File: src/swsh_pkg.sv
// ----------------------------------------------------------------------------
// swsh_pkg
// Shared types, constants and the sine table generator for the waveshaper.
// ----------------------------------------------------------------------------
`default_nettype none

package swsh_pkg;

  localparam int SINE_ADDR_BITS_DEF = 10;
  localparam int QUEUE_DEPTH_DEF    = 4;

  // limits: M = 2^31-1, Q = M/4, E = M/8
  localparam logic [31:0] QUARTER_LIM  = 32'd536870911;
  localparam logic [31:0] EIGHTH_LIM   = 32'd268435455;
  localparam logic [34:0] QUARTER_HALF = 35'd268435455;
  localparam logic [34:0] EIGHTH_HALF  = 35'd134217727;
  localparam logic [31:0] QUARTER_TURN = 32'h4000_0000;

  // pi/2 in Q1.31
  localparam logic [31:0] HALF_PI_Q31 = 32'd3373259426;

  // output scale: M*99, split for two partial products
  localparam logic [37:0] SCALE_K    = 38'd212600881053;
  localparam logic [18:0] SCALE_K_HI = SCALE_K[37:19];
  localparam logic [18:0] SCALE_K_LO = SCALE_K[18:0];

  // ceil(2^41/25): exact floor(z/25) for z < 2^36
  localparam logic [36:0] RECIP_25    = 37'd87960930223;
  localparam logic [17:0] RECIP_25_HI = RECIP_25[36:19];
  localparam logic [18:0] RECIP_25_LO = RECIP_25[18:0];

  typedef enum logic [1:0] {
    BAND_MUTE   = 2'd0,
    BAND_CENTER = 2'd1,
    BAND_UPPER  = 2'd2,
    BAND_LOWER  = 2'd3
  } band_t;

  // classified item handed from front to back
  typedef struct packed {
    logic [31:0] phase;
    band_t       band;
    logic        neg;
  } item_t;

  // per-stage control in the back pipeline
  typedef struct packed {
    band_t band;
    logic  neg;
    logic  qsign;
  } ctl_t;

  function automatic logic [63:0] series_mul(input logic [63:0] term,
                                             input logic [63:0] t2);
    return (term * t2 + (64'd1 << 30)) >> 31;
  endfunction

  // sin(k * (pi/2) / 2^addr_bits) in unsigned Q1.31, Taylor series
  function automatic logic [31:0] sine_entry(input logic [63:0] k,
                                             input int unsigned addr_bits);
    logic [63:0]        theta;
    logic [63:0]        t2;
    logic [63:0]        term;
    logic signed [63:0] acc;
    theta = (k * 64'(HALF_PI_Q31) + (64'd1 << (addr_bits - 1))) >> addr_bits;
    t2    = (theta * theta + (64'd1 << 30)) >> 31;
    term  = theta;
    acc   = signed'(theta);
    term  = series_mul(term, t2) / 64'd6;   acc = acc - signed'(term);
    term  = series_mul(term, t2) / 64'd20;  acc = acc + signed'(term);
    term  = series_mul(term, t2) / 64'd42;  acc = acc - signed'(term);
    term  = series_mul(term, t2) / 64'd72;  acc = acc + signed'(term);
    term  = series_mul(term, t2) / 64'd110; acc = acc - signed'(term);
    term  = series_mul(term, t2) / 64'd156; acc = acc + signed'(term);
    term  = series_mul(term, t2) / 64'd210; acc = acc - signed'(term);
    term  = series_mul(term, t2) / 64'd272; acc = acc + signed'(term);
    term  = series_mul(term, t2) / 64'd342; acc = acc - signed'(term);
    if (acc < 0) begin
      return 32'd0;
    end else if (acc > 64'sd2147483648) begin
      return 32'h8000_0000;
    end
    return acc[31:0];
  endfunction

endpackage

`default_nettype wire

File: src/swsh_front.sv
// ----------------------------------------------------------------------------
// swsh_front
// Accepts samples, picks the band and works out the sine phase.
// ----------------------------------------------------------------------------
`default_nettype none

module swsh_front import swsh_pkg::*; (
  input  logic        clk,
  input  logic        rst,
  input  logic        s_tvalid,
  output logic        s_tready,
  input  logic [31:0] s_tdata,
  input  logic        q_full,
  output logic        q_push,
  output item_t       q_item
);

  logic        f1_valid;
  logic [31:0] f1_ax;
  logic        f1_neg;
  band_t       f1_band;

  logic        in_neg;
  logic [31:0] in_ax;
  band_t       in_band;

  logic [34:0] t4;
  logic [34:0] t8;
  logic [2:0]  c4;
  logic [3:0]  c8;
  logic [31:0] p_c;
  logic [31:0] a8;
  logic [31:0] phase;

  assign s_tready = !f1_valid || !q_full;
  assign in_neg   = s_tdata[31];
  assign in_ax    = in_neg ? (32'd0 - s_tdata) : s_tdata;

  always_comb begin
    if (in_ax > QUARTER_LIM) begin
      in_band = BAND_MUTE;
    end else if (in_ax <= EIGHTH_LIM) begin
      in_band = BAND_CENTER;
    end else if (in_neg) begin
      in_band = BAND_LOWER;
    end else begin
      in_band = BAND_UPPER;
    end
  end

  always_ff @(posedge clk) begin
    if (rst) begin
      f1_valid <= 1'b0;
    end else if (s_tready) begin
      f1_valid <= s_tvalid;
    end
  end

  always_ff @(posedge clk) begin
    if (s_tvalid && s_tready) begin
      f1_ax   <= in_ax;
      f1_neg  <= in_neg;
      f1_band <= in_band;
    end
  end

  // round(ax*2^30/E) = 4ax + floor((4ax + E/2)/E), E = 2^28-1
  // round(ax*2^32/Q) = 8ax + floor((8ax + Q/2)/Q), Q = 2^29-1
  always_comb begin
    t4 = {1'b0, f1_ax, 2'b00} + EIGHTH_HALF;
    t8 = {f1_ax, 3'b000} + QUARTER_HALF;
    c4 = 3'd0;
    c8 = 4'd0;
    for (int k = 1; k <= 4; k++) begin
      if (t4 >= 35'(k) * 35'(EIGHTH_LIM)) begin
        c4 = c4 + 3'd1;
      end
    end
    for (int k = 1; k <= 8; k++) begin
      if (t8 >= 35'(k) * 35'(QUARTER_LIM)) begin
        c8 = c8 + 4'd1;
      end
    end
    p_c = {f1_ax[29:0], 2'b00} + 32'(c4);
    a8  = {f1_ax[28:0], 3'b000} + 32'(c8);
  end

  always_comb begin
    case (f1_band)
      BAND_CENTER: phase = p_c;
      BAND_UPPER:  phase = a8 - QUARTER_TURN;
      BAND_LOWER:  phase = QUARTER_TURN - a8;
      default:     phase = 32'd0;
    endcase
  end

  assign q_push       = f1_valid && !q_full;
  assign q_item.phase = phase;
  assign q_item.band  = f1_band;
  assign q_item.neg   = f1_neg;

endmodule

`default_nettype wire

File: config.mk
export PLATFORM = sky130hd
export DESIGN_NAME = swsh_front
export DESIGN_NICKNAME = d
export VERILOG_FILES = /design/src/swsh_pkg.sv /design/src/swsh_front.sv
export SDC_FILE = /design/constraint.sdc
export NUM_CORES = 1
export LEC_CHECK = 0
export BUFFER_PORTS_ARGS = -buffer_cell sky130_fd_sc_hd__buf_4
export CORE_UTILIZATION = 30
export CTS_BUF_LIST = sky130_fd_sc_hd__clkbuf_8 sky130_fd_sc_hd__clkbuf_16
export DETAILED_ROUTE_END_ITERATION = 7
export PLACE_DENSITY_LB_ADDON = 0.3
export REMOVE_ABC_BUFFERS = 1
export SLEW_MARGIN = 10
export SYNTH_ARGS = -nofsm -noshare
export SYNTH_HDL_FRONTEND = slang
export SYNTH_SLANG_ARGS = --single-unit
File: constraint.sdc
create_clock -name clk -period 39.4 [get_ports clk]
set_clock_uncertainty 0.1 [all_clocks]
set_input_delay 7.88 -clock clk [delete_from_list [all_inputs] [get_ports clk]]
set_output_delay 7.88 -clock clk [all_outputs]
set_load 0.05 [all_outputs]
==> flow_summary.yaml <==
outcome:
  outcome: "complete, no violations"
yosys:
  ys.flop_type: "edfxtp_1"
  syn_inst: 825
  synthTopCellsByCount: "101 x nand2_1, 75 x xnor2_1, 67 x nor2_1"
  yosysSeqAreaShare_pct: 17.5
  synth.ff_latch_count: 36
  ys_warn_count: 0
  synth.avg_cell_area_um2: 7.41
  synth-edff-count: 35
  netlist_area_um2: 6120
  synth_area_leader_cell: "edfxtp_1"
  yosysUniqueCellTypes: 80
  async_flop_share_pct: 0
  synth_top_cell_area_share_pct: 17.2
  synth.most_common_cell: "nand2_1"
  synthTopCellsByArea: "edfxtp_1 17%, xnor2_1 11%, nand2_1 6.2%"
worst_setup_path:
  critical_path.endpoint: "q_item[33]"
  cp_max_fo: 12
  worst_path_max_delay_cell: "or4_1"
  reg2reg_depth: 3
  r2r_end: "f1_ax[9]"
  r2r_slack_ps: 38020
  worst-setup-path-type: "reg2out"
  cp_common_cell: "ha_1"
  cp.depth: 36
  cp-start-kind: "flop"
  timing.rr.start: "f1_valid"
  cpLargestDelayFamily: "simple AND/OR/NAND/NOR gates"
  cp_num_buf_inv: 2
  worstPathArrival_ps: 12170
  worst_ep_required_time_ps: 31420
  startpoint: "f1_ax[1]"
  cp-end-kind: "output port"
  worst_path_largest_cell_delay_ps: 590
pwr:
  ir_drop_mv: 0.0216
  p_per_area_nw_per_um2: 34.8
  p_leak_nw: 2.36
  p_total_mw: 0.241
place:
  dpl_cell_area_um2: 6780
  hpwl_um: 14500
  portBuffers: 72
  preCtsSetupSlack_ps: 19660
  gp_congestion: 0.881
timing:
  slew_violations: 0
  relSlewSlack_pct: 32.7
  hold_viol: 0
  tns_ps: 0
  period_minus_slack_ps: 20150
  fmax_ghz: 0.0496
  final-setup-viol-count: 0
  rsz0062_at_grt: "no"
  worst_slack_ps: 19250
  post-route-period-util_pct: 51.1
  tightest_slew_ps: 1010
detailed_routing:
  wl_per_cell_um: 16.6
  drtIter0Drc: 638
  num_vias: 6322
  ant_nets: 0
  wl_um: 18600
  drc: 0
  dr.pass1.iters: 6
  via_per_inst: 5.66
clock_network:
  cts_resized: 0
  cts_tree: "built"
  h-tree-depth: 2
  cts_num_sinks: 36
  cts_made_buffers: 5
  path_clk_slew_ps: 60
  cts_hold_buf: 0
  clk-insertion-delay-late_ps: 280
  cts-root-buf: "clkbuf_16"
  clockBufferDepth: 2
  post-cts-setup-buffer-count: 0
final_layout:
  layout.nets: 905
  multi_input_area_um2: 4720
  fillers: 2118
  seq_area_um2: 1070
  antennaDiodeCount: 0
  postLayoutCellArea_um2: 6920
  drive_gt1_share_pct: 12.8
  area_delta_synth_final_pct: 13.2
floorplanning:
  die-area_um2: 21000
  num_rows: 51
  die_h_um: 145
  ios: 73
  initial_core_util_pct: 31.0
  core_um2: 19700
  die_w_um: 145
flow_run:
  maxCapViolCount: 0
grt:
  antenna_found_initial: 0
  overflow: 0
  grt_pass1_vias: 5779
  grt_max_degree: 41
  grt_pass1_wl_um: 30300
  track_usage_pct: 18.1
min_path:
  hp-class: "reg2reg"
[placed cells by master (no fill, tap or decap), types with 14 or more instances in the layout]
cell	Yosys	final
and3_1	15	15
ha_1	18	18
nand2_1	101	101
nand4_1	24	24
o31ai_1	15	15
nor2_1	67	66
o211ai_1	20	20
o21ai_0	29	29
edfxtp_1	35	35
buf_4	2	78
nor3_1	36	36
or4_1	17	17
xor2_1	32	32
inv_1	19	19
or3_1	23	23
nor4_1	14	14
xnor2_1	75	75
nand3_1	44	44
[sequential cells by signal (all words and copies together), names as in the netlist]
name and flops:
f1_ax 32, f1_band 2, f1_neg 1, f1_valid 1
[layer usage]
layer | part of all wire (%) | wire [um] | global-route usage [%] | vias to the layer above
li1 | - | - | - | 3164
met1 | 49 | 9160 | 27.8 | 2890
met2 | 42 | 7820 | 26.9 | 255
met3 | 7.5 | 1400 | 1.35 | 13
met4 | 1.1 | 208 | 4.49 | 0
met5 | 0 | 0 | 0 | -
[stage by stage]
step / utilization [%] / hold WS, ps / cells
3_5_place_dp: 34.4 / 399 / 1109
3_3_place_gp: 34.4 / 392 / 1109
5_1_grt: 35.1 / 479 / 1117
6_report: 35.1 / 407 / 1117
4_1_cts: 35.1 / 412 / 1117
2_1_floorplan: - / 365 / 766
[worst reg2reg max path, delay by kind of cell, from the launching register on]
kind	cells	cell delay (ps)
AND/OR/NAND/NOR	2	200
buffers and inverters	1	390
flip-flops	1	320
[final cells by class]
class / count / share of cell area [%]
Sequential cell: 36 / 15.5
Clock inverter: 3 / 0.271
Tap cell: 265 / 4.79
Inverter: 19 / 1.03
Multi-Input combinational cell: 711 / 68.2
Clock buffer: 5 / 1.81
Timing Repair Buffer: 78 / 8.46
[logic make-up after synthesis]
family	share of synthesized area (%)
buffers and inverters	5.38
AOI/OAI and AO/OA	22.4
muxes	1.51
xor gates and xnor gates	16.3
adders and majority gates	3.68
DFF	17.5
and+or+nand+nor	33.2
[worst min-delay path by stage]
stage              from  endpoint  slack [ps]  cells past startpoint
2_1_floorplan  f1_valid  f1_valid         370                      2
3_3_place_gp   f1_valid  f1_valid         390                      2
3_5_place_dp   f1_valid  f1_valid         400                      2
4_1_cts        f1_valid  f1_valid         410                      2
5_1_grt        f1_valid  f1_valid         480                      2
6_report       f1_valid  f1_valid         410                      2
[power breakdown]
part	internal, mW	switching [mW]
registers	0.0463	0.00852
logic	0.0466	0.101
clock network	0.0233	0.0149
Power figures use the tool's default switching activity.
