==> config.mk <==
export PLATFORM = sky130hd
export DESIGN_NAME = swsh_queue
export DESIGN_NICKNAME = d
export VERILOG_FILES = /design/src/swsh_pkg.sv /design/src/swsh_queue.sv
export SDC_FILE = /design/constraint.sdc
export NUM_CORES = 1
export LEC_CHECK = 0
export ABC_AREA = 1
export BUFFER_PORTS_ARGS = -buffer_cell sky130_fd_sc_hd__buf_4
export CAP_MARGIN = 0
export CELL_PAD_IN_SITES_DETAIL_PLACEMENT = 1
export CELL_PAD_IN_SITES_GLOBAL_PLACEMENT = 1
export CORE_ASPECT_RATIO = 1.1
export CORE_MARGIN = 2
export CORE_UTILIZATION = 37
export CTS_BUF_LIST = sky130_fd_sc_hd__clkbuf_8
export DETAILED_ROUTE_END_ITERATION = 12
export PLACE_DENSITY_LB_ADDON = 0.1
export SYNTH_ARGS = -nofsm -noshare
export SYNTH_HDL_FRONTEND = slang
export SYNTH_SLANG_ARGS = --single-unit
==> constraint.sdc <==
create_clock -name clk -period 3.33 [get_ports clk]
set_clock_uncertainty 0.1 [all_clocks]
set_input_delay 0.1665 -clock clk [delete_from_list [all_inputs] [get_ports clk]]
set_output_delay 0.1665 -clock clk [all_outputs]
set_load 0.05 [all_outputs]
==> src/swsh_pkg.sv <==
// ----------------------------------------------------------------------------
// swsh_pkg
// Shared types, constants and the sine table generator for the waveshaper.
// ----------------------------------------------------------------------------
`default_nettype none

package swsh_pkg;

  localparam int SINE_ADDR_BITS_DEF = 10;
  localparam int QUEUE_DEPTH_DEF    = 4;

  // limits: M = 2^31-1, Q = M/4, E = M/8
  localparam logic [31:0] QUARTER_LIM  = 32'd536870911;
  localparam logic [31:0] EIGHTH_LIM   = 32'd268435455;
  localparam logic [34:0] QUARTER_HALF = 35'd268435455;
  localparam logic [34:0] EIGHTH_HALF  = 35'd134217727;
  localparam logic [31:0] QUARTER_TURN = 32'h4000_0000;

  // pi/2 in Q1.31
  localparam logic [31:0] HALF_PI_Q31 = 32'd3373259426;

  // output scale: M*99, split for two partial products
  localparam logic [37:0] SCALE_K    = 38'd212600881053;
  localparam logic [18:0] SCALE_K_HI = SCALE_K[37:19];
  localparam logic [18:0] SCALE_K_LO = SCALE_K[18:0];

  // ceil(2^41/25): exact floor(z/25) for z < 2^36
  localparam logic [36:0] RECIP_25    = 37'd87960930223;
  localparam logic [17:0] RECIP_25_HI = RECIP_25[36:19];
  localparam logic [18:0] RECIP_25_LO = RECIP_25[18:0];

  typedef enum logic [1:0] {
    BAND_MUTE   = 2'd0,
    BAND_CENTER = 2'd1,
    BAND_UPPER  = 2'd2,
    BAND_LOWER  = 2'd3
  } band_t;

  // classified item handed from front to back
  typedef struct packed {
    logic [31:0] phase;
    band_t       band;
    logic        neg;
  } item_t;

  // per-stage control in the back pipeline
  typedef struct packed {
    band_t band;
    logic  neg;
    logic  qsign;
  } ctl_t;

  function automatic logic [63:0] series_mul(input logic [63:0] term,
                                             input logic [63:0] t2);
    return (term * t2 + (64'd1 << 30)) >> 31;
  endfunction

  // sin(k * (pi/2) / 2^addr_bits) in unsigned Q1.31, Taylor series
  function automatic logic [31:0] sine_entry(input logic [63:0] k,
                                             input int unsigned addr_bits);
    logic [63:0]        theta;
    logic [63:0]        t2;
    logic [63:0]        term;
    logic signed [63:0] acc;
    theta = (k * 64'(HALF_PI_Q31) + (64'd1 << (addr_bits - 1))) >> addr_bits;
    t2    = (theta * theta + (64'd1 << 30)) >> 31;
    term  = theta;
    acc   = signed'(theta);
    term  = series_mul(term, t2) / 64'd6;   acc = acc - signed'(term);
    term  = series_mul(term, t2) / 64'd20;  acc = acc + signed'(term);
    term  = series_mul(term, t2) / 64'd42;  acc = acc - signed'(term);
    term  = series_mul(term, t2) / 64'd72;  acc = acc + signed'(term);
    term  = series_mul(term, t2) / 64'd110; acc = acc - signed'(term);
    term  = series_mul(term, t2) / 64'd156; acc = acc + signed'(term);
    term  = series_mul(term, t2) / 64'd210; acc = acc - signed'(term);
    term  = series_mul(term, t2) / 64'd272; acc = acc + signed'(term);
    term  = series_mul(term, t2) / 64'd342; acc = acc - signed'(term);
    if (acc < 0) begin
      return 32'd0;
    end else if (acc > 64'sd2147483648) begin
      return 32'h8000_0000;
    end
    return acc[31:0];
  endfunction

endpackage

`default_nettype wire

==> src/swsh_queue.sv <==
// ----------------------------------------------------------------------------
// swsh_queue
// Small FIFO between the classifier and the sine pipeline.
// ----------------------------------------------------------------------------
`default_nettype none

module swsh_queue import swsh_pkg::*; #(
  parameter int DEPTH = QUEUE_DEPTH_DEF
) (
  input  logic  clk,
  input  logic  rst,
  input  logic  push,
  input  item_t wr_item,
  output logic  full,
  output logic  valid,
  output item_t rd_item,
  input  logic  pop
);

  localparam int PtrW = (DEPTH > 1) ? $clog2(DEPTH) : 1;
  localparam int CntW = $clog2(DEPTH + 1);

  item_t           slots [DEPTH];
  logic [PtrW-1:0] wr_ptr;
  logic [PtrW-1:0] rd_ptr;
  logic [CntW-1:0] count;

  assign full    = (count == CntW'(DEPTH));
  assign valid   = (count != '0);
  assign rd_item = slots[rd_ptr];

  always_ff @(posedge clk) begin
    if (push) begin
      slots[wr_ptr] <= wr_item;
    end
  end

  always_ff @(posedge clk) begin
    if (rst) begin
      wr_ptr <= '0;
      rd_ptr <= '0;
      count  <= '0;
    end else begin
      if (push) begin
        wr_ptr <= (wr_ptr == PtrW'(DEPTH - 1)) ? '0 : wr_ptr + PtrW'(1);
      end
      if (pop) begin
        rd_ptr <= (rd_ptr == PtrW'(DEPTH - 1)) ? '0 : rd_ptr + PtrW'(1);
      end
      if (push && !pop) begin
        count <= count + CntW'(1);
      end else if (pop && !push) begin
        count <= count - CntW'(1);
      end
    end
  end

endmodule

`default_nettype wire

==> summary.md, run 1 <==
| Metric | Value |
|---|---|
| Clock Latency Late Sink | between 0.4 and 0.5 ns |
| Startpoint types | flop |
| CP endpoint kind | output pin |
| H-tree depth | 4 |
| Worst min path class | primary input to flop |
| RePlAce Congestion | 0.737 |
| Hpwl dp | 7.45 mm |
| # nets final | 562 |
| Finished Layout Cells | around 730 |
| Share of cells above drive strength 1 | 21.6% |
| Routed Antenna Nets | 0 |
| CTS tree | yes |
| ANT cells | 0 |
| Final min period | between 2 and 3 ns |
| Via count | approximately 3.6k |
| Port Buffers | between 70 and 80 |
| Avg Inst Size Synth | 14.2 µm² |
| Initial Utilization | 37.7% |
| Routed wire length per instance | 17.8 µm |
| Slew @ Worst Pin | 0.768 ns |
| Antenna violations before repair | 0 |
| DR vias/cell | 5.02 |
| Synth-to-Final Area Change | 26.8% |
| DP Area | 0.00637 mm² |
| Placed cell count | 655 |
| First-pass GRT wire length | about 20 mm |
| Die W | 122 µm |
| Fin crit share | 77.3% |
| Status | completed |
| CTS resizes | 0 |
| Final setup TNS | 0 ns |
| Commonest cells in the synthesized netlist | 140 x edfxtp_1, 79 x nor2_1, 39 x o21ai_0 |
| Largest net degree at the start of global routing | 71 |
| DRC Markers | 0 |
| Max-slew violation count | 0 |
| Final Cell Area | 0.00717 mm² |
| EDFF count, synth | 140 |
| Prevailing post-synth register cell | edfxtp_1 |
| Mapped Nets | 444 |
| Clock Sink Count | approximately 150 |
| Total Wirelength | around 13 mm |
| Crit-path max FO | 35 |
| Final hold viol count | 0 |
| RSZ-0062 raised after global routing | false |
| Ys async rst share | 0% |
| Max Clk Rate | 389 MHz |
| # rows | 47 |
| Final setup violation count | 0 |
| Yosys cell types | 20 |
| Vias in the first global route | 3,862 |
| Maximum VDD drop | 0.306 mV |
| YS warnings | 0 |
| Post-synthesis sequential area ratio | 77.5% |
| Power per cell area | 608 mW/mm² |
| Synth area leader | edfxtp_1 |
| Yosys reg bits | about 150 |
| Total GRT Usage | roughly 17% |
| Clock tree buffer depth | 2 |
| Iter 0 DRT Violations | roughly 260 |
| Top-Level Pins | 76 |
| WS Path Type | flop to output pin |
| Top cells by area in the synthesized netlist | edfxtp_1 74%, nor2_1 5.2%, o22ai_1 3.9% |
| Core Area | 0.0150 mm² |
| Total die area | 0.0163 mm² |
| Remaining global-route overflow | 0 |
| Share of the synthesized area in the top cell type | 74.4% |
| WP data arrival | 2.31 ns |
| Post-synthesis cell area | 0.00565 mm² |
| Max-slew headroom | about half |
| CTS Buf Count | 17 |
| Final core utilization | 47.8% |
| Root Driver | clkbuf_8 |
| Worst Path Required | 3.06 ns |
| CTS clk-pin slew, worst paths | 0.08 ns |
| Die Ht | 134 µm |
| Post-synthesis cell count | around 400 |
| P_leak | 0.00257 µW |
| Count leader, synth | edfxtp_1 |
| Max-cap violations | 0 |
| Total iterations of the first detailed-routing run | 4 |
[state kept, by name, indices dropped and copies added (netlist names), named ones only]
| signal | count |
|---|---|
| count | 3 |
| rd_ptr | 2 |
| slots | 140 |
| wr_ptr | 2 |
[per-layer routing]
| layer | wire (µm) | GRT usage, % | up-vias |
|---|---|---|---|
| met5 | 0 | 0 | - |
| met4 | 235 | 6.96 | 0 |
| met3 | 495 | 4.11 | 20 |
| met2 | 6550 | 28.0 | 75 |
| met1 | 5660 | 20.3 | 1835 |
| li1 | - | - | 1708 |
[cells in the final DEF (no fill, tap or decap), drive strengths merged]
master and count:
a21oi 3, edfxtp 140, clkbuf 17, inv 15, nand3 1, fa 1, buf 82, nor2 79
clkinv 8, xor2 1, bufinv 4, o21ai 73, ha 6, o22ai 35, nand2 9, nor3 3
nand4 1, dfxtp 9, clkinvlp 4, dlygate4sd3 38
[where the power goes]
part / internal (µW) / switching (µW)
Clock: 807 / 674
Sequential: 2130 / 31.1
Combinational: 219 / 495
Total: 3160 / 1200
[layout make-up]
| class | instances | area (µm²) |
|---|---|---|
| clock buffers | 17 | 234 |
| clock inverters | 15 | 189 |
| fillers | 1528 | 7820 |
| inverters | 16 | 62.6 |
| multi-input cells | 212 | 1060 |
| flip-flops and latches | 149 | 4390 |
| well taps | 196 | 245 |
| repair buffers | 120 | 996 |
[kinds of logic after synthesis]
| family | Yosys count | share of synthesized area, % |
|---|---|---|
| compound gates | 111 | 10.6 |
| xor+xnor | 1 | 0.155 |
| fa+ha+maj | 7 | 1.68 |
| buf+inv | 37 | 3.72 |
| flops | 149 | 77.5 |
| simple gates | 93 | 6.31 |
[through the flow]
step,setup WS (ns),total power (µW),hold WS (ns)
global placement,1.10,2880,0.267
CTS,0.679,4400,0.323
global route,0.511,4530,0.343
finish,0.757,4360,0.342
detailed placement,1.05,2890,0.274
floorplan,1.56,2660,0.139
[worst max-delay path, stage by stage (launching register included)]
cell and delay [ns]:
dfxtp_1 0.51, inv_2 0.59, o21ai_0 0.23, o22ai_1 0.25
buf_4 0.25
[worst paths after layout]
path | from | end | slack (ns) | depth (start not counted)
min reg2reg | count[1] | count[1] | 0.44 | 2
min | rst | count[0] | 0.34 | 3
max reg2reg | wr_ptr[0] | slots[0][23] | 1.11 | 5
max | flop | rd_item[17] | 0.76 | 4
[timing repair]
action	CTS	global route
hold endpoints to repair	149	0
hold buffers	38	0
buffers inserted	0	0
Note: power is estimated with default switching activity, not from simulation.
==> run 2, diff against run 1 <==
==> constraint.sdc (replaced) <==
create_clock -name clk -period 2.1 [get_ports clk]
set_clock_uncertainty 0.1 [all_clocks]
set_input_delay 0.105 -clock clk [delete_from_list [all_inputs] [get_ports clk]]
set_output_delay 0.105 -clock clk [all_outputs]
set_load 0.05 [all_outputs]
==> run 2 against run 1 <==
Against the previous run:
- flip-flop and latch count stayed put
- routed wire length is 0.23% lower
- setup slack worse by 0.66 ns
- clock power is 82% higher
- critical endpoint is now rd_item[14]
- largest power group unchanged
- highest routed layer unchanged
==> summary.md, run 2 (synthesis results as in run 1) <==
| Metric | Value |
|---|---|
| Status | completed |
| Final Cell Area | 0.00737 mm² (+2.8%) |
| First-pass GRT wire length | 20.3 mm (+1.1%) |
| Clock tree buffer depth | 2 (unchanged) |
| Port Buffers | 75 (unchanged) |
| DRC Markers | 0 (unchanged) |
| Final setup violation count | 0 (unchanged) |
| CTS clk-pin slew, worst paths | 0.08 ns (about the same) |
| Max-cap violations | 0 (unchanged) |
| Reg2Reg Launch Point | wr_ptr[0] |
| Core Area | 0.0150 mm² (unchanged) |
| Worst Path Required | 1.89 ns (-1.17 ns) |
| WS Path Type | flop to output pin |
| WP data arrival | 1.80 ns (-0.51 ns) |
| Commonest non-fill, non-tap cell in the layout | edfxtp_1 |
| Routed wire length per instance | 17.6 µm (-1.5%) |
| ANT cells | 0 (unchanged) |
| Final hold viol count | 0 (unchanged) |
| Finished Layout Cells | 734 (+1.2%) |
| CP endpoint kind | output pin |
| Terminus of the critical flop-to-flop path | wr_ptr[0] |
| Max-slew violation count | 0 (unchanged) |
| Slew @ Worst Pin | 0.367 ns (-0.401 ns) |
| Total GRT Usage | 16.8% (+0.19 points) |
| Top-Level Pins | 76 (unchanged) |
| Initial Utilization | 37.7% (unchanged) |
| Routed Antenna Nets | 0 (unchanged) |
| Fin crit share | 95.3% |
| Cells on Worst Hold Path | 3 (unchanged) |
| DP Area | 0.00647 mm² (+1.5%) |
| Startpoint types | flop |
| Largest register by flop count | slots |
| Largest net degree at the start of global routing | 36 (-49%) |
| H-tree depth | 4 (unchanged) |
| Final min period | 2.00 ns |
| WHS | 0.289 ns (-0.0525 ns) |
| # rows | 47 (unchanged) |
| Root Driver | clkbuf_8 |
| Max-slew headroom | 75.5% (+27 points) |
| Buffers & Inverters on Critical Path | 3 (+1) |
| RSZ-0062 raised after global routing | true |
| CTS Buf Count | 17 (unchanged) |
| Die W | 122 µm (unchanged) |
| R2r worst-path depth | 5 (unchanged) |
| Largest regs | slots x140, count x3 |
| Share of cells above drive strength 1 | 22.9% (+1.3 points) |
| Clock Latency Late Sink | 0.44 ns (about the same) |
| DR vias/cell | 4.96 (-1.3%) |
| Vias in the first global route | 3,824 (-0.98%) |
| Remaining global-route overflow | 0 (unchanged) |
| Iter 0 DRT Violations | 189 (-28%) |
| Min-delay src | rst |
| Via count | 3,637 (-0.027%) |
| RePlAce Congestion | 0.714 (-3.2%) |
| Total Wirelength | 12.9 mm (-0.23%) |
| # nets final | 571 (+1.6%) |
| Maximum VDD drop | 0.501 mV (+64%) |
| P_leak | 0.00267 µW (+3.8%) |
| Hold EP | count[0] |
| CP max-delay cell | dfxtp_4 |
| Largest register FFs | 140 (unchanged) |
| Final core utilization | 49.2% (+1.3 points) |
| Largest stage delay, worst path | 0.41 ns (-0.18 ns) |
| Placed cell count | 663 (+1.2%) |
| Clock Sink Count | 149 (unchanged) |
| Die Ht | 134 µm (unchanged) |
| Antenna violations before repair | 0 (unchanged) |
| Total iterations of the first detailed-routing run | 4 (unchanged) |
| Tot Pwr | 7300 µW (+67%) |
| Total die area | 0.0163 mm² (unchanged) |
| Power per cell area | 989 mW/mm² (+63%) |
| CTS tree | yes |
| Delay-heaviest family, CP | buffers and inverters |
| Worst path cell trace | inv_8 > buf_12 > nor2_1 > o22ai_1 > buf_4 |
| Crit-path max FO | 32 (-8.6%) |
| Worst min path class | primary input to flop |
| Most frequent cells in the layout | 140 x edfxtp_1, 84 x buf_4, 79 x nor2_1 |
| Max Clk Rate | between 400 and 500 MHz |
| Hpwl dp | 7.70 mm (+3.4%) |
| Synth-to-Final Area Change | 30.4% |
| Reg2reg setup slack | 0.53 ns (-0.58 ns) |
==> run 2: cell count changes in the layout (fill, tap and decap cells not counted), sizes merged <==
cell and delta:
inv -2, clkinvlp -1, buf +8, dlygate4sd3 +1, bufinv +3
==> run 2: layout make-up <==
| class | count | area (µm²) |
|---|---|---|
| inverters | 16 | 68.8 |
| fillers | 1535 | 7620 |
| clock inverters | 15 | 259 |
| multi-input cells | 212 | 1060 |
| well taps | 196 | 245 |
| flip-flops and latches | 149 | 4390 |
| clock buffers | 17 | 234 |
| repair buffers | 129 | 1120 |
==> run 2: where the power goes <==
part | internal, µW | leakage (µW) | switching [µW]
sequential | 3380 | 0.00136 | 47.7
clock | 1640 | 0.000241 | 1050
combinational | 378 | 0.00107 | 789
total | 5410 | 0.00267 | 1890
==> run 2: per-stage QoR <==
| step | worst slack [ns] | TNS (ns) |
|---|---|---|
| after global placement | 0.476 | 0 |
| after global routing | -0.0230 | -0.0423 |
| after detailed placement | 0.455 | 0 |
| final | 0.0979 | 0 |
| after floorplan | 0.330 | 0 |
| after CTS | 0.00422 | 0 |
==> run 2: worst reg2reg max path, cell delays in order (launching register included) <==
cell and delay [ns]:
dfxtp_1 0.36, ha_1 0.22, nor3_1 0.17, a21oi_1 0.06
nor2_1 0.08, dlygate4sd3_1 0.54
==> run 2: timing repair <==
action | 4_1_cts | 5_1_grt
hold endpoints to repair | 149 | 0
setup endpoints to repair | 8 | 19
hold buffers | 39 | 0
setup buffers | 0 | 0
pin swaps | 0 | 0
resized for setup | 3 | 5
==> run 2: how the worst max path moves through the flow <==
stage / end / cells after the start / slack, ns / start
final: rd_item[14] / 5 / 0.1 / flop
after global routing: rd_item[16] / 4 / -0.02 / flop
after CTS: rd_item[17] / 5 / 0.004 / flop
after detailed placement: rd_item[27] / 4 / 0.45 / flop
after global placement: rd_item[27] / 4 / 0.48 / flop
after floorplan: slots[3][0] / 3 / 0.33 / wr_ptr[0]
==> run 2: per-layer routing <==
metal | track usage (%) | wire length, µm | up-vias
li1 | - | - | 1726
met1 | 20.1 | 5630 | 1817
met2 | 29.6 | 6670 | 79
met3 | 3.98 | 419 | 15
met4 | 5.75 | 187 | 0
met5 | 0 | 0 | -
==> run 3, diff against run 2 <==
--- a/config.mk
+++ b/config.mk
@@ -5,7 +5,6 @@
 export SDC_FILE = /design/constraint.sdc
 export NUM_CORES = 1
 export LEC_CHECK = 0
-export ABC_AREA = 1
 export BUFFER_PORTS_ARGS = -buffer_cell sky130_fd_sc_hd__buf_4
 export CAP_MARGIN = 0
 export CELL_PAD_IN_SITES_DETAIL_PLACEMENT = 1
==> run 3 against run 2 <==
Against the previous run:
- count of clock-buffer cells in the layout unchanged
- flip-flop and latch count unchanged
- cell count decreased by 23%
- sequential share of layout area increased by 1.2 points
- setup slack got worse by 0.056 ns
- combinational power decreased by 9%
- routed wire length decreased by 19%
- first-iteration DRC count decreased by 51%
- hold slack improved by 0.017 ns
- sequential power about the same
- critical endpoint is now rd_item[31]
==> summary.md, run 3 <==
| Metric | Value |
|---|---|
| Status | completed |
| Routed Antenna Nets | 0 (unchanged) |
| Yosys reg bits | 149 (unchanged) |
| YS warnings | 0 (unchanged) |
| DP Area | 0.00638 mm² (-1.4%) |
| CTS clk-pin slew, worst paths | 0.08 ns (about the same) |
| Largest net degree at the start of global routing | 36 (unchanged) |
| RePlAce Congestion | 0.664 (-7.1%) |
| Largest register FFs | 140 (unchanged) |
| H-tree depth | 4 (unchanged) |
| Final Cell Area | 0.00723 mm² (-1.9%) |
| DRC Markers | 0 (unchanged) |
| # nets final | 411 (-28%) |
| Clock Sink Count | 149 (unchanged) |
| R2r worst-path depth | 3 (-2) |
| Most frequent cells in the layout | 140 x edfxtp_1, 84 x buf_4, 39 x dlygate4sd3_1 |
| Max-cap violations | 0 (unchanged) |
| Synth area leader | edfxtp_1 |
| Commonest non-fill, non-tap cell in the layout | edfxtp_1 |
| P_leak | 0.00254 µW (-4.9%) |
| Commonest cells in the synthesized netlist | 140 x edfxtp_1, 30 x mux4_2, 9 x dfxtp_1 |
| Power per cell area | 950 mW/mm² (-4.0%) |
| Reg2Reg Launch Point | wr_ptr[0] |
| Total iterations of the first detailed-routing run | 6 (+2) |
| Max-slew headroom | 34.4% (-41 points) |
| Area of the multi-input gates | 0.00105 mm² (-0.47%) |
| Worst Path Required | 1.89 ns (about the same) |
| Post-synthesis sequential area ratio | 79.1% (+1.5 points) |
| Terminus of the critical flop-to-flop path | slots[2][33] |
| Min-delay src | wr_item[18] |
| EDFF count, synth | 140 (unchanged) |
| Core Area | 0.0146 mm² (-2.9%) |
| Gr busiest metal | met2 |
| Clock tree buffer depth | 2 (unchanged) |
| Clock Latency Late Sink | 0.44 ns (about the same) |
| Post-synthesis cell count | 227 (-43%) |
| RSZ-0062 raised after global routing | true |
| Fin crit share | 98.0% (+2.7 points) |
| ANT cells | 0 (unchanged) |
| Avg Inst Size Synth | 24.4 µm² (+72%) |
| Startpoint types | flop |
| Via count | 2,680 (-26%) |
| Root Driver | clkbuf_8 |
| Mapped Nets | 273 (-39%) |
| Tot Pwr | 6870 µW (-5.8%) |
| Die W | 121 µm (-0.95%) |
| CP endpoint kind | output pin |
| Port Buffers | 75 (unchanged) |
| Final setup violation count | 0 (unchanged) |
| Top cells by area in the synthesized netlist | edfxtp_1 76%, mux4_2 12%, dfxtp_1 3.2% |
| Routed wire length per instance | 18.3 µm (+4.1%) |
| Vias in the first global route | 3,066 (-20%) |
| Synth-to-Final Area Change | 30.5% (about the same) |
| Sequential cell area | 0.00439 mm² (about the same) |
| Largest regs | slots x140, count x3 |
| Worst min path class | primary input to flop |
| WHS | 0.307 ns (+0.0174 ns) |
| Maximum VDD drop | 0.458 mV (-8.5%) |
| # rows | 46 (-2.1%) |
| Iter 0 DRT Violations | 92 (-51%) |
| Max Clk Rate | 486 MHz (-2.7%) |
| Top-Level Pins | 76 (unchanged) |
| WP data arrival | 1.85 ns (+0.05 ns) |
| First-pass GRT wire length | 16.7 mm (-18%) |
| CTS Buf Count | 17 (unchanged) |
| Share of cells above drive strength 1 | 40.4% (+18 points) |
| Slew @ Worst Pin | 0.983 ns (+0.616 ns) |
| Total die area | 0.0160 mm² (-1.9%) |
| Largest register by flop count | slots |
| Reg2reg setup slack | 0.23 ns (-0.30 ns) |
| Ys async rst share | 0% (unchanged) |
| Remaining global-route overflow | 0 (unchanged) |
| Share of the synthesized area in the top cell type | 75.8% (+1.5 points) |
| Final hold viol count | 0 (unchanged) |
| Met1 Resource Use GR | 17.9% (-2.2 points) |
| Count leader, synth | edfxtp_1 |
| Max-slew violation count | 0 (unchanged) |
| Total GRT Usage | 14.4% (-2.5 points) |
| GR Layer Usage met3 | 4.89% (+0.91 points) |
| Post-synthesis cell area | 0.00554 mm² (-1.9%) |
| Die Ht | 132 µm (-0.95%) |
| Fill cells | 1,331 (-13%) |
| Yosys cell types | 19 (-5.0%) |
| Final core utilization | 49.7% (+0.50 points) |
| Crit-path max FO | 11 (-66%) |
| CTS tree | yes |
| Prevailing post-synth register cell | edfxtp_1 |
| Final min period | 2.06 ns (+0.0564 ns) |
| Antenna violations before repair | 0 (unchanged) |
| Initial Utilization | 38.1% (+0.37 points) |
| Hpwl dp | 6.08 mm (-21%) |
| Cells on Worst Hold Path | 2 (-1) |
| Hold EP | slots[3][18] |
| GR met2 Demand/Resource | 23.0% (-6.6 points) |
| Total Wirelength | 10.4 mm (-19%) |
| Post-CTS Setup Bufs | 0 (unchanged) |
| DR vias/cell | 4.72 (-4.8%) |
| WS Path Type | flop to output pin |
[run 3: cells by family after synthesis]
group / count (synthesis) / synth area share (%)
AND/OR/NAND/NOR: 15 / 1.42
XOR/XNOR: 2 / 0.316
multiplexers: 39 / 15.3
adder cells (fa/ha/maj): 7 / 1.72
flip-flops: 149 / 79.1
buffers and inverters: 12 / 1.92
AO/OA/AOI/OAI: 3 / 0.271
[run 3: worst max-delay path by stage]
| stage | endpoint | startpoint | cells after the start |
|---|---|---|---|
| floorplan | slots[3][0] | wr_ptr[0] | 2 |
| global placement | slots[2][24] | wr_ptr[0] | 3 |
| detailed placement | slots[2][24] | wr_ptr[1] | 2 |
| CTS | rd_item[28] | flop | 3 |
| global route | rd_item[5] | flop | 3 |
| finish | rd_item[31] | flop | 3 |
[run 3: worst max-delay path: stages, from the launching register on]
cell and delay (ns):
dfxtp_4 0.40, bufbuf_16 0.31, mux4_2 0.50, buf_4 0.21
[run 3: power breakdown]
part | switching [µW] | total [µW] | leakage (µW) | internal [µW]
clock network | 1000 | 2380 | 0.000217 | 1380
registers | 42.6 | 3440 | 0.00136 | 3390
logic | 637 | 1060 | 0.000961 | 419
total | 1680 | 6870 | 0.00254 | 5190
[run 3: metrics by stage]
| step | cells | worst slack [ns] | setup TNS (ns) |
|---|---|---|---|
| after floorplan | 227 | 0.197 | 0 |
| after global placement | 498 | 0.251 | 0 |
| after detailed placement | 498 | 0.191 | 0 |
| after CTS | 568 | -0.0232 | -0.139 |
| after global routing | 568 | -0.0613 | -0.651 |
| final | 568 | 0.0414 | 0 |
[run 3: final cells by class]
class	count	area share (%)
clock buffers	17	3.23
clock inverters	13	2.65
inverters	4	0.208
multi-input cells	66	14.6
flip-flops and latches	149	60.7
well taps	192	3.32
repair buffers	127	15.3
[run 3: what timing repair did]
action,in CTS,in global routing
hold buffers,39,0
endpoints found under the setup margin,4,16
cloned,1,0
gates resized for setup,2,2
hold endpoints to repair,149,0
[run 3: routing by layer]
metal | routed length [µm] | share of wire (%)
met5 | 0 | 0
met4 | 181 | 1.7
met3 | 473 | 4.5
met2 | 5260 | 51
met1 | 4490 | 43
